File: src/rtl/core/vn_pkg.sv
// Package for the vector normalization block: widths, constants and shared types.
// No dependencies; the other files, apart from vn_if, refer to it by scoped names.
package vn_pkg;

  localparam int COMPONENT_BITS = 32;
  localparam int MAG_BITS       = COMPONENT_BITS;
  localparam int SUM_BITS       = 2 * MAG_BITS + 2;
  localparam int LEN_BITS       = MAG_BITS + 1;
  localparam int OUT_BITS       = 32;
  localparam int QUOT_BITS      = 31;
  localparam int THRESH_BITS    = 16;
  localparam int NUM_BITS       = MAG_BITS + 30;
  localparam int LANES          = 3;
  localparam logic [OUT_BITS-1:0] ONE_Q30 = OUT_BITS'(32'h4000_0000);

  typedef logic [MAG_BITS-1:0]  mag_t;
  typedef logic [SUM_BITS-1:0]  sum_t;
  typedef logic [LEN_BITS-1:0]  len_t;
  typedef logic [QUOT_BITS-1:0] quot_t;
  typedef logic [NUM_BITS-1:0]  num_t;

  typedef struct packed {
    logic [1:0] axis;
    logic       fallback;
  } side_t;

  localparam logic [1:0] AXIS_X = 2'd0;
  localparam logic [1:0] AXIS_Y = 2'd1;
  localparam logic [1:0] AXIS_Z = 2'd2;

endpackage

File: src/rtl/core/vn_merge.sv
// Merging stage: applies signs to the lane quotients or selects the axis fallback.
// Depends on vn_pkg for widths, axis codes and the side-band struct.
module vn_merge (
  input  logic                               clk,
  input  logic                               en,
  input  vn_pkg::quot_t                      quot [vn_pkg::LANES],
  input  logic [vn_pkg::LANES-1:0]           neg,
  input  vn_pkg::side_t                      side,
  output logic [vn_pkg::OUT_BITS-1:0]        unit_r [vn_pkg::LANES],
  output logic                               fallback_r
);
  always_ff @(posedge clk) begin
    if (en) begin
      fallback_r <= side.fallback;
      for (int i = 0; i < vn_pkg::LANES; i++) begin
        if (side.fallback) begin
          unit_r[i] <= (side.axis == 2'(i)) ? vn_pkg::ONE_Q30 : '0;
        end else begin
          unit_r[i] <= neg[i] ? -vn_pkg::OUT_BITS'(quot[i])
                              : vn_pkg::OUT_BITS'(quot[i]);
        end
      end
    end
  end
endmodule

File: config.mk
export PLATFORM = sky130hd
export DESIGN_NAME = vn_merge
export DESIGN_NICKNAME = d
export VERILOG_FILES = /design/src/rtl/core/vn_pkg.sv /design/src/rtl/core/vn_merge.sv
export SDC_FILE = /design/constraint.sdc
export NUM_CORES = 1
export LEC_CHECK = 0
export BUFFER_PORTS_ARGS = -buffer_cell sky130_fd_sc_hd__buf_4
export CAP_MARGIN = 15
export CORE_ASPECT_RATIO = 0.8
export CORE_MARGIN = 4
export CORE_UTILIZATION = 47
export CTS_BUF_LIST = sky130_fd_sc_hd__clkbuf_8
export CTS_CLUSTER_SIZE = 40
export DETAILED_ROUTE_END_ITERATION = 16
export PLACE_DENSITY = 0.86
export SLEW_MARGIN = 20
export SYNTH_ARGS = -nofsm -noshare
export SYNTH_HDL_FRONTEND = slang
export SYNTH_SLANG_ARGS = --single-unit
File: constraint.sdc
create_clock -name clk -period 2.6 [get_ports clk]
set_clock_uncertainty 0.2 [all_clocks]
set_input_delay 0.52 -clock clk [delete_from_list [all_inputs] [get_ports clk]]
set_output_delay 0.52 -clock clk [all_outputs]
set_load 0.01 [all_outputs]
== After elaboration in Yosys (flattened, before gate mapping) ==
Index checks and enable logic that the tools add are counted.
Storage, ports and cells
  bits in registers: 97
  input port bits: 101
  output and inout port bits: 97
Cells by class
  mux-type cells: 9
  reduce and logical (&&, ||, !) cells: 1
  add/sub/neg operators: 3
  equal/unequal tests: 2
Operator list (count)
  $mux W32: 6
  $neg A31 Y32: 3
  $mux W31: 3
  $eq A2 B1 Y1 const B: 1
  $eq A2 B2 Y1 const B: 1
  $logic_not A2 Y1: 1

== Logic depth before layout (Yosys ltp) ==
Gate-level depths: netlist of the first run.
  depth in word-level cells: 3
  depth in mapped cells: 8
  mapped depth without buffers: 7

== Worst setup path after synthesis of the first run ==
Ideal clock, no wire load.
  path type: input to register
  start: input quot[0] (netlist bit)
  end: register unit_r[28] (netlist bit) (data pin)
  stages on the path: 8
  data required time: 2134 ps
  data arrival time: 2193 ps
  buffers on the path: 1
  path slack: -59 ps
  path through: inv_1 -> ha_1 -> or3b_2 -> or2_2 -> clkbuf_1 -> o41ai_1 -> xor2_1 -> nor2_1
Between the ends
  cells in the longest elaborated chain, start to end: 3
RTL lines
  start, declared: RTL line vn_merge.sv:6  | input vn_pkg::quot_t quot [vn_pkg::LANES],
  $neg A31 Y32: RTL line vn_merge.sv:19  | unit_r[i] <= neg[i] ? -vn_pkg::OUT_BITS'(quot[i])
  $mux W32: RTL line vn_merge.sv:19
  $mux W32: RTL line vn_merge.sv:16  | if (side.fallback) begin
  end signal, assigned by index: RTL line vn_merge.sv:17  | unit_r[i] <= (side.axis == 2'(i)) ? vn_pkg::ONE_Q30 : '0;
  end signal, assigned by index: RTL line vn_merge.sv:19
  end, declared: RTL line vn_merge.sv:9  | output logic [vn_pkg::OUT_BITS-1:0] unit_r [vn_pkg::LANES],
No other way between the ends.
A chain may end at the register's enable or synchronous reset.

== Worst setup path in the final report of the first run ==
  start: input quot[79] (netlist bit)
  end: register unit_r[92] (netlist bit) (data pin)
The elaborated chain is that of the path after synthesis.

==> key figures, run 1 <==
Clocking
  • CTS resizes: 0
  • Clock root cell: clkbuf_8
  • Num CTS Buffers: 9
  • Clock Path Buffers: 2
  • CTS sink count: 97
  • Post-CTS Hold Fix Bufs: 0
  • CTS tree: done
  • Post-CTS setup buffers: 0
  • H-tree levels: 3
  • Clk slew on worst S/H paths: 0.10 ns

Power
  • P_leak: 3.08 nW
  • Max VDD drop: 0.308 mV
  • PD cells: 482 nW/um^2

STA
  • # setup viols final: 0
  • Headroom to the max-slew limit: 66.0%
  • TNS Setup: 0 ns
  • Worst slew pin tran: 0.506 ns
  • Slew Viols, Final: 0
  • Unrepaired setup endpoints after global routing: no
  • Min Hold Slack: 0.278 ns
  • Tmin final: 2.54 ns
  • Final Cycle Share: 97.5%
  • Fmax: 394 MHz
  • Final hold vios: 0

Synth
  • FFs w/ async S/R, synth: 0%
  • Post-Syn Nets: 606
  • Yosys reg bits: 97
  • Post-synthesis sequential area ratio: 52.7%
  • Synth cell types: 41
  • Main flop type after synthesis: edfxtp_1
  • Synth warnings: 0
  • Post-synth EDFFs: 97
  • Mapped cell area: 5530 sq um
  • Synthesized area per cell: 11.0 sq um
  • Mapped Cells: 502

Detailed routing
  • Via count: 4,975
  • 1st-pass router iterations: 5
  • Initial drt markers: 306
  • Post-route DRC: 0
  • DR top layer: met4
  • WL final: 15,700 microns
  • DR WL met3: 1170 microns
  • Post-DR wirelength/cell: 17.8 microns
  • Met2 WL: 8140 microns
  • ANT nets after route: 0
  • Met1 WL: 5990 microns
  • Number of vias per cell: 5.64

Finish
  • Design Area, Final: 7680 sq um
  • Layout cells sized above 1: 39.4%
  • Nets: 833
  • Most common cell after layout, fill and taps aside: buf_4
  • Register Area: 2910 sq um
  • Antenna Cells: 0
  • Commonest non-fill, non-tap cells in the layout: buf_4, edfxtp_1, nor2_1
  • Final core area utilization: 66.7%
  • FILL cells: 901
  • Multi-input logic area: 2490 sq um
  • Synth-to-layout area growth: 38.8%

Place
  • GP Congestion: 0.965
  • Area post-placement: 7510 sq um
  • Hpwl dp: 12,000 microns
  • IO buf count: 197

Setup path
  • Crit. End Element: flop
  • Setup crit start kind: input port
  • Worst endpoint data arrival time: 2.44 ns
  • Crit path launch: quot[79]
  • Crit path kind: in -> reg
  • CP Data Required Time: 2.50 ns
  • CP max FO: 12

Status
  • Status: finished, final reports clean

Die
  • Die Span Y: 105 microns
  • DIE AREA: 13,600 sq um
  • Row cnt: 35
  • Initial Util: 48.0%
  • I/O pin count: 198
  • Core area: 11,500 sq um
  • Die width: 129 microns

Hold path
  • Min-delay src: side[1]
  • Cells on Worst Hold Path: 3
  • Hold WC Path Type: in -> reg

Job
  • Max-Cap Viols: 0

GRT
  • Vias in the first global route: 4,928
  • Largest net degree at the start of global routing: 37
  • Initial antenna violation count: 0
  • Gr usage total: 22.8%
  • Overflow after GRT: 0
  • First-pass GRT wire length: 24,600 microns
[critical path: stages]
cell and delay [ns]:
buf_4 0.12, or4_4 0.54, or4_4 0.55, o41ai_1 0.44, xor2_1 0.20, nor2_1 0.08
[final cells by class]
| type | instances | area share, % |
|---|---|---|
| flip-flops and latches | 97 | 37.9 |
| multi-input cells | 367 | 32.5 |
| repair buffers | 246 | 24.5 |
| well taps | 148 | 2.41 |
| clock buffers | 9 | 1.61 |
| clock inverters | 7 | 0.619 |
| inverters | 8 | 0.391 |
[layer usage]
metal,GRT usage (%),vias to the layer above
li1,-,2327
met1,27.4,2358
met2,40.5,248
met3,4.24,42
met4,8.25,0
met5,0,-
[cell usage after synthesis, types with 2 or more instances]
master	n	area (sq um)
or4_4	3	33.8
xor2_1	65	569
o41ai_2	8	130
nor2_1	96	360
o31ai_1	23	173
xnor2_1	17	149
o21a_1	4	30.0
ha_1	3	37.5
o21ai_0	19	95.1
nand3_1	12	60.1
nand4_1	2	12.5
nor3b_1	3	22.5
a21oi_1	5	25.0
or3_1	13	81.3
nand2_1	8	30.0
nor3_1	8	40.0
nand4b_1	2	17.5
nor2b_1	2	12.5
nand2b_1	5	31.3
nor4_1	7	43.8
clkbuf_1	27	101
or3_2	2	15.0
or2_2	7	43.8
edfxtp_1	97	2910
mux2i_1	3	30.0
inv_1	8	30.0
or4_1	15	113
o41ai_1	22	193
a31oi_1	4	25.0
[state kept, by name, indices dropped and copies added, names as in the netlist]
register / count
fallback_r: 1
unit_r: 96
[final timing paths]
| path | end | slack [ns] |
|---|---|---|
| setup / recovery | unit_r[92]$_SDFFCE_PP0P_ | 0.06 |
| hold / removal | unit_r[62]$_DFFE_PP_ | 0.28 |
[through the flow]
step	std cells	worst slack, ns	total power, mW
floorplan	502	-0.0281	2.31
global placement	866	-0.254	2.83
detailed placement	866	-0.309	2.86
CTS	882	0.0912	3.73
global route	882	0.0506	3.88
finish	882	0.0639	3.70
[cells by family (layout without fill, tap and decap cells)]
| family | after synthesis | after routing | synth area share, % |
|---|---|---|---|
| flops | 97 | 97 | 52.7 |
| mux | 4 | 4 | 0.746 |
| buf+inv | 38 | 270 | 2.74 |
| xor+xnor | 82 | 82 | 13.0 |
| compound gates | 89 | 89 | 12.7 |
| fa+ha+maj | 3 | 3 | 0.679 |
| simple gates | 189 | 189 | 17.5 |
[power breakdown]
part | internal [mW] | total [mW] | switching (mW)
logic | 0.440 | 0.886 | 0.447
registers | 1.89 | 1.93 | 0.0462
clock network | 0.344 | 0.881 | 0.537
total | 2.67 | 3.70 | 1.03
Note: power is estimated with default switching activity, not from simulation.
==> run 2, diff against run 1 <==
Settings changed: ABC_AREA set to 1, CORE_UTILIZATION 47 to 48.
==> run 2 against run 1 <==
Wire length is 10% higher. Clock-buffer cell count stayed put. Sequential share of layout area is 1.4 points lower. Worst setup slack better by 0.63 ns. Sequential power hardly changed. Synthesized area is 10% higher. Total power is 5.2% higher. Clock power is 25% higher. Final cell count is 34% higher. Non-clock buffer count is 45 lower. Maximum frequency is 33% higher. Core utilization is 1.8 points lower. Critical path type unchanged. Largest cell class unchanged. Highest routed layer unchanged.
==> key figures, run 2 <==
Status
  • Status: finished, final reports clean

Clocking
  • CTS tree: done
  • Num CTS Buffers: 9 (unchanged)
  • CTS sink count: 97 (unchanged)
  • Post-CTS setup buffers: 0 (unchanged)
  • Post-CTS Hold Fix Bufs: 0 (unchanged)
  • H-tree levels: 3 (unchanged)
  • CTS resizes: 0 (unchanged)
  • Clk slew on worst S/H paths: 0.10 ns (about the same)
  • Clock root cell: clkbuf_8
  • Clock Path Buffers: 2 (unchanged)

Finish
  • Synth-to-layout area growth: 30.6%
  • Max reg flops: 96 (unchanged)
  • Final core area utilization: 64.9% (-1.8 points)
  • Leading registers by flop count: unit_r x96, fallback_r x1
  • Most common cell after layout, fill and taps aside: buf_4
  • Layout cells sized above 1: 24.8% (-15 points)
  • Nets: 1,112 (+33%)
  • Non-filler instance count after layout: 1,184 (+34%)
  • Commonest non-fill, non-tap cells in the layout: buf_4, nand2_1, nor2_1
  • FILL cells: 1,050 (+17%)
  • Antenna Cells: 0 (unchanged)
  • Largest reg by FF count: unit_r

Synth
  • FFs w/ async S/R, synth: 0% (unchanged)
  • Top cells by count, synth: nand2_1, nor2_1, edfxtp_1
  • Synth warnings: 0 (unchanged)
  • Area contributors post-synth: edfxtp_1, nand2_1, nor2_1
  • Post-synthesis sequential area ratio: 47.7% (-5.0 points)
  • Post-Syn Nets: 921 (+52%)
  • Mapped cell area: 6110 sq um (+10%)
  • Synth cell types: 25 (-39%)
  • Post-synth EDFFs: 97 (unchanged)
  • Yosys reg bits: 97 (unchanged)
  • Most common cell in the netlist: nand2_1
  • Synth top area share: 47.7% (-5.0 points)
  • Mapped Cells: 817 (+63%)
  • Main flop type after synthesis: edfxtp_1
  • Leading area contributor after synthesis: edfxtp_1
  • Synthesized area per cell: 7.48 sq um (-32%)

Setup path
  • Setup crit start kind: input port
  • CP max FO: 7 (-5)
  • Crit. End Element: flop
  • Worst endpoint data arrival time: 1.84 ns (-0.60 ns)
  • Crit path kind: in -> reg
  • CP Data Required Time: 2.54 ns (+0.04 ns)

GRT
  • Overflow after GRT: 0 (unchanged)
  • Initial antenna violation count: 0 (unchanged)
  • Gr usage total: 23.1% (+0.29 points)
  • Vias in the first global route: 5,619 (+14%)
  • First-pass GRT wire length: 27,100 microns (+9.9%)
  • Largest net degree at the start of global routing: 59 (+59%)

Place
  • Placed insts: 1,168 (+35%)
  • IO buf count: 197 (unchanged)
  • Pre-CTS WS: 0.333 ns (+0.642 ns)
  • GP Congestion: 0.914 (-5.3%)
  • Hpwl dp: 13,400 microns (+12%)

Die
  • Core area: 12,300 sq um (+6.8%)
  • Row cnt: 36 (+2.9%)
  • Die Span Y: 109 microns (+3.7%)
  • Die width: 134 microns (+3.8%)
  • I/O pin count: 198 (unchanged)
  • Initial Util: 49.7% (+1.7 points)
  • DIE AREA: 14,600 sq um (+7.6%)

STA
  • Worst Slack Setup Final: 0.698 ns (+0.634 ns)
  • Headroom to the max-slew limit: 73.1% (+7.1 points)
  • # setup viols final: 0 (unchanged)
  • TNS Setup: 0 ns (unchanged)
  • Worst slew pin tran: 0.404 ns (-0.102 ns)
  • Slew Viols, Final: 0 (unchanged)
  • Min Hold Slack: 0.245 ns (-0.0330 ns)
  • Final hold vios: 0 (unchanged)
  • Final Cycle Share: 73.1% (-24 points)
  • Fmax: 526 MHz (+33%)
  • Unrepaired setup endpoints after global routing: no
  • Tmin final: 1.90 ns (-0.634 ns)

Detailed routing
  • Initial drt markers: 610 (+99%)
  • Number of vias per cell: 5.31 (-5.8%)
  • WL final: 17,300 microns (+10%)
  • 1st-pass router iterations: 5 (unchanged)
  • Post-route DRC: 0 (unchanged)
  • Via count: 6,289 (+26%)
  • ANT nets after route: 0 (unchanged)
  • Post-DR wirelength/cell: 14.6 microns (-18%)

Power
  • Max VDD drop: 0.244 mV (-21%)
  • PD cells: 488 nW/um^2 (+1.2%)
  • P_leak: 3.59 nW (+17%)

Job
  • Max-Cap Viols: 0 (unchanged)

Hold path
  • Hold WC Path Type: in -> reg
run 2: logic make-up after synthesis:
logic type | after synthesis | share of synthesized area [%]
compound gates | 143 | 11.9
flops | 97 | 47.7
fa+ha+maj | 3 | 0.614
simple gates | 456 | 32.3
buf+inv | 118 | 7.53
run 2: routing by layer:
metal  wire, microns  vias up  global-route usage (%)  part of all wire (%)
li1                -     3086                       -                     -
met1            7330     2848                    31.3                    42
met2            7870      313                    37.2                    46
met3            1580       42                    4.84                   9.2
met4             492        0                    8.14                   2.8
met5               0        -                       0                     0
run 2: critical path, stage by stage:
cell and delay (ns):
buf_4 0.11, inv_1 0.14, ha_1 0.22, nand2_2 0.08
nor2_4 0.19, nand4_1 0.23, nand2_2 0.15, nand3_1 0.08
nand2_1 0.07, nor2_1 0.04
run 2: report_power, final:
part	leakage (nW)	internal (mW)	switching, mW
logic	2.55	0.378	0.490
registers	0.937	1.88	0.0450
clock network	0.111	0.544	0.558
run 2: cell type report:
cell class              count  area (sq um)  area share (%)
clock buffers               9           124            1.55
clock inverters             7          93.8            1.18
inverters                  97           364            4.56
multi-input cells         602          2740            34.3
flip-flops and latches     97          2910            36.5
well taps                 171           214            2.68
repair buffers            201          1530            19.2
run 2: final timing paths:
path,start,to,cells after the start
min,quot[72],unit_r[74]$_SDFFCE_PP0P_,2
max,quot[0],unit_r[28]$_SDFFCE_PP0P_,10
run 2: metrics by stage:
| stage | instance area [sq um] | power, mW |
|---|---|---|
| after detailed placement | 7760 | 2.82 |
| after global placement | 7760 | 2.80 |
| after floorplan | 6110 | 2.34 |
| after CTS | 7980 | 3.92 |
| after global routing | 7980 | 4.08 |
| final | 7980 | 3.89 |
==> run 3, diff against run 2 <==
Clock period 2.6 ns to 1.7 ns, I/O delays scaled along.
==> run 3 against run 2 <==
Flip-flop and latch count unchanged. Wire length increased by 8.9%. Clock power increased by 60%. Design area increased by 10%. Die area unchanged. Final cell count increased by 8.4%. Worst setup slack got worse by 0.54 ns. Sequential share of layout area decreased by 3.4 points. Via count increased by 6.4%. Sequential power increased by 53%. Critical endpoint is now unit_r[52]$_SDFFCE_PP0P_.
==> key figures, run 3 (synthesized netlist as in run 2, its figures left out) <==
STA
  • Tmin final: 1.54 ns
  • Headroom to the max-slew limit: 78.1% (+5.0 points)
  • Unrepaired setup endpoints after global routing: no
  • Fmax: 648 MHz
  • Final hold vios: 0 (unchanged)
  • # setup viols final: 0 (unchanged)
  • Slew Viols, Final: 0 (unchanged)
  • Worst slew pin tran: 0.328 ns (-0.0754 ns)
  • TNS Setup: 0 ns (unchanged)
  • Final Cycle Share: 90.7%

GRT
  • Overflow after GRT: 0 (unchanged)
  • Vias in the first global route: 6,278 (+12%)
  • Gr usage total: 25.5% (+2.3 points)
  • Initial antenna violation count: 0 (unchanged)
  • First-pass GRT wire length: 29,700 microns (+9.7%)
  • Largest net degree at the start of global routing: 49 (-17%)

Setup path
  • Worst endpoint data arrival time: 1.49 ns (-0.35 ns)
  • Crit. End Element: flop
  • Worst Setup EP: unit_r[52]$_SDFFCE_PP0P_
  • Crit path kind: in -> reg
  • CP max FO: 7 (unchanged)
  • Setup crit start kind: input port
  • Crit path launch: quot[31]
  • CP Data Required Time: 1.64 ns (-0.90 ns)

Detailed routing
  • Initial drt markers: 516 (-15%)
  • Number of vias per cell: 5.22 (-1.8%)
  • Post-route DRC: 0 (unchanged)
  • Via count: 6,692 (+6.4%)
  • WL final: 18,800 microns (+8.9%)
  • ANT nets after route: 0 (unchanged)
  • Post-DR wirelength/cell: 14.7 microns (+0.52%)
  • 1st-pass router iterations: 5 (unchanged)

Clocking
  • H-tree levels: 3 (unchanged)
  • Clk slew on worst S/H paths: 0.09 ns (about the same)
  • CTS sink count: 97 (unchanged)
  • Num CTS Buffers: 9 (unchanged)
  • CTS tree: done
  • Post-CTS setup buffers: 0 (unchanged)
  • Post-CTS Hold Fix Bufs: 0 (unchanged)
  • Clock root cell: clkbuf_8
  • Clock Path Buffers: 2 (unchanged)
  • CTS resizes: 0 (unchanged)

Die
  • DIE AREA: 14,600 sq um (unchanged)
  • Die width: 134 microns (unchanged)
  • Initial Util: 49.7% (unchanged)
  • Row cnt: 36 (unchanged)
  • I/O pin count: 198 (unchanged)
  • Die Span Y: 109 microns (unchanged)
  • Core area: 12,300 sq um (unchanged)

Power
  • PD cells: 706 nW/um^2 (+45%)
  • Max VDD drop: 0.602 mV (+150%)
  • P_leak: 4.11 nW (+14%)

Place
  • IO buf count: 197 (unchanged)
  • GP Congestion: 0.961 (+5.2%)
  • Area post-placement: 8590 sq um (+11%)
  • Hpwl dp: 14,800 microns (+10%)

Finish
  • Nets: 1,213 (+9.1%)
  • FILL cells: 993 (-5.4%)
  • Most common cell after layout, fill and taps aside: buf_4
  • Layout cells sized above 1: 32.1% (+7.3 points)
  • Largest reg by FF count: unit_r
  • Commonest non-fill, non-tap cells in the layout: buf_4, nand2_1, nor2_1
  • Max reg flops: 96 (unchanged)
  • Antenna Cells: 0 (unchanged)
  • Design Area, Final: 8810 sq um (+10%)
  • Synth-to-layout area growth: 44.2%
  • Leading registers by flop count: unit_r x96, fallback_r x1

Status
  • Status: finished, final reports clean

Job
  • Max-Cap Viols: 0 (unchanged)

Hold path
  • Hold WC Path Type: in -> reg
==> run 3: layout make-up <==
| class | instances | area [sq um] | area share [%] |
|---|---|---|---|
| well taps | 171 | 214 | 2.43 |
| clock inverters | 5 | 97.6 | 1.11 |
| repair buffers | 302 | 2340 | 26.6 |
| clock buffers | 9 | 124 | 1.41 |
| multi-input cells | 602 | 2760 | 31.3 |
| inverters | 97 | 364 | 4.13 |
| flip-flops and latches | 97 | 2910 | 33.0 |
==> run 3: per-layer routing <==
layer	part of all wire (%)	vias up	GRT usage (%)	routed length (microns)
li1	-	3295	-	-
met1	41	3026	33.5	7640
met2	47	337	42.9	8870
met3	11	34	6.50	2010
met4	1.6	0	5.60	293
met5	0	-	0	0
==> run 3: per-stage QoR <==
stage / util [%] / setup WS, ns / cells / hold WS [ns] / power (mW)
final: 71.7 / 0.158 / 1283 / 0.0702 / 6.23
after CTS: 71.7 / 0.169 / 1283 / 0.0466 / 6.27
after global routing: 71.7 / 0.0326 / 1283 / 0.0557 / 6.50
after floorplan: - / 0.0154 / 817 / 0.239 / 3.58
after detailed placement: 69.9 / -0.265 / 1269 / 0.461 / 4.50
after global placement: 69.9 / -0.175 / 1269 / 0.453 / 4.47
==> run 3: worst min path at each step <==
stage	start	to	cells past startpoint
CTS	quot[39]	unit_r[40]$_SDFFCE_PP0P_	2
finish	quot[64]	unit_r[66]$_SDFFCE_PP0P_	2
global placement	quot[64]	unit_r[66]$_SDFFCE_PP0P_	2
detailed placement	quot[64]	unit_r[66]$_SDFFCE_PP0P_	2
floorplan	side[0]	fallback_r$_DFFE_PP_	0
global route	quot[36]	unit_r[37]$_SDFFCE_PP0P_	2
==> run 3: critical path, stage by stage <==
cell,delay [ns]
buf_4,0.11
inv_2,0.07
ha_2,0.17
nand2_1,0.07
nand2_2,0.13
nand3_4,0.12
nor2_4,0.21
nand2_1,0.10
o21ai_1,0.12
nor2_1,0.04
==> run 3: report_power, final <==
group	switching (mW)	internal, mW	leakage, nW	total (mW)
logic	0.803	0.723	3.06	1.53
clock network	0.811	0.952	0.114	1.76
registers	0.0652	2.87	0.937	2.94
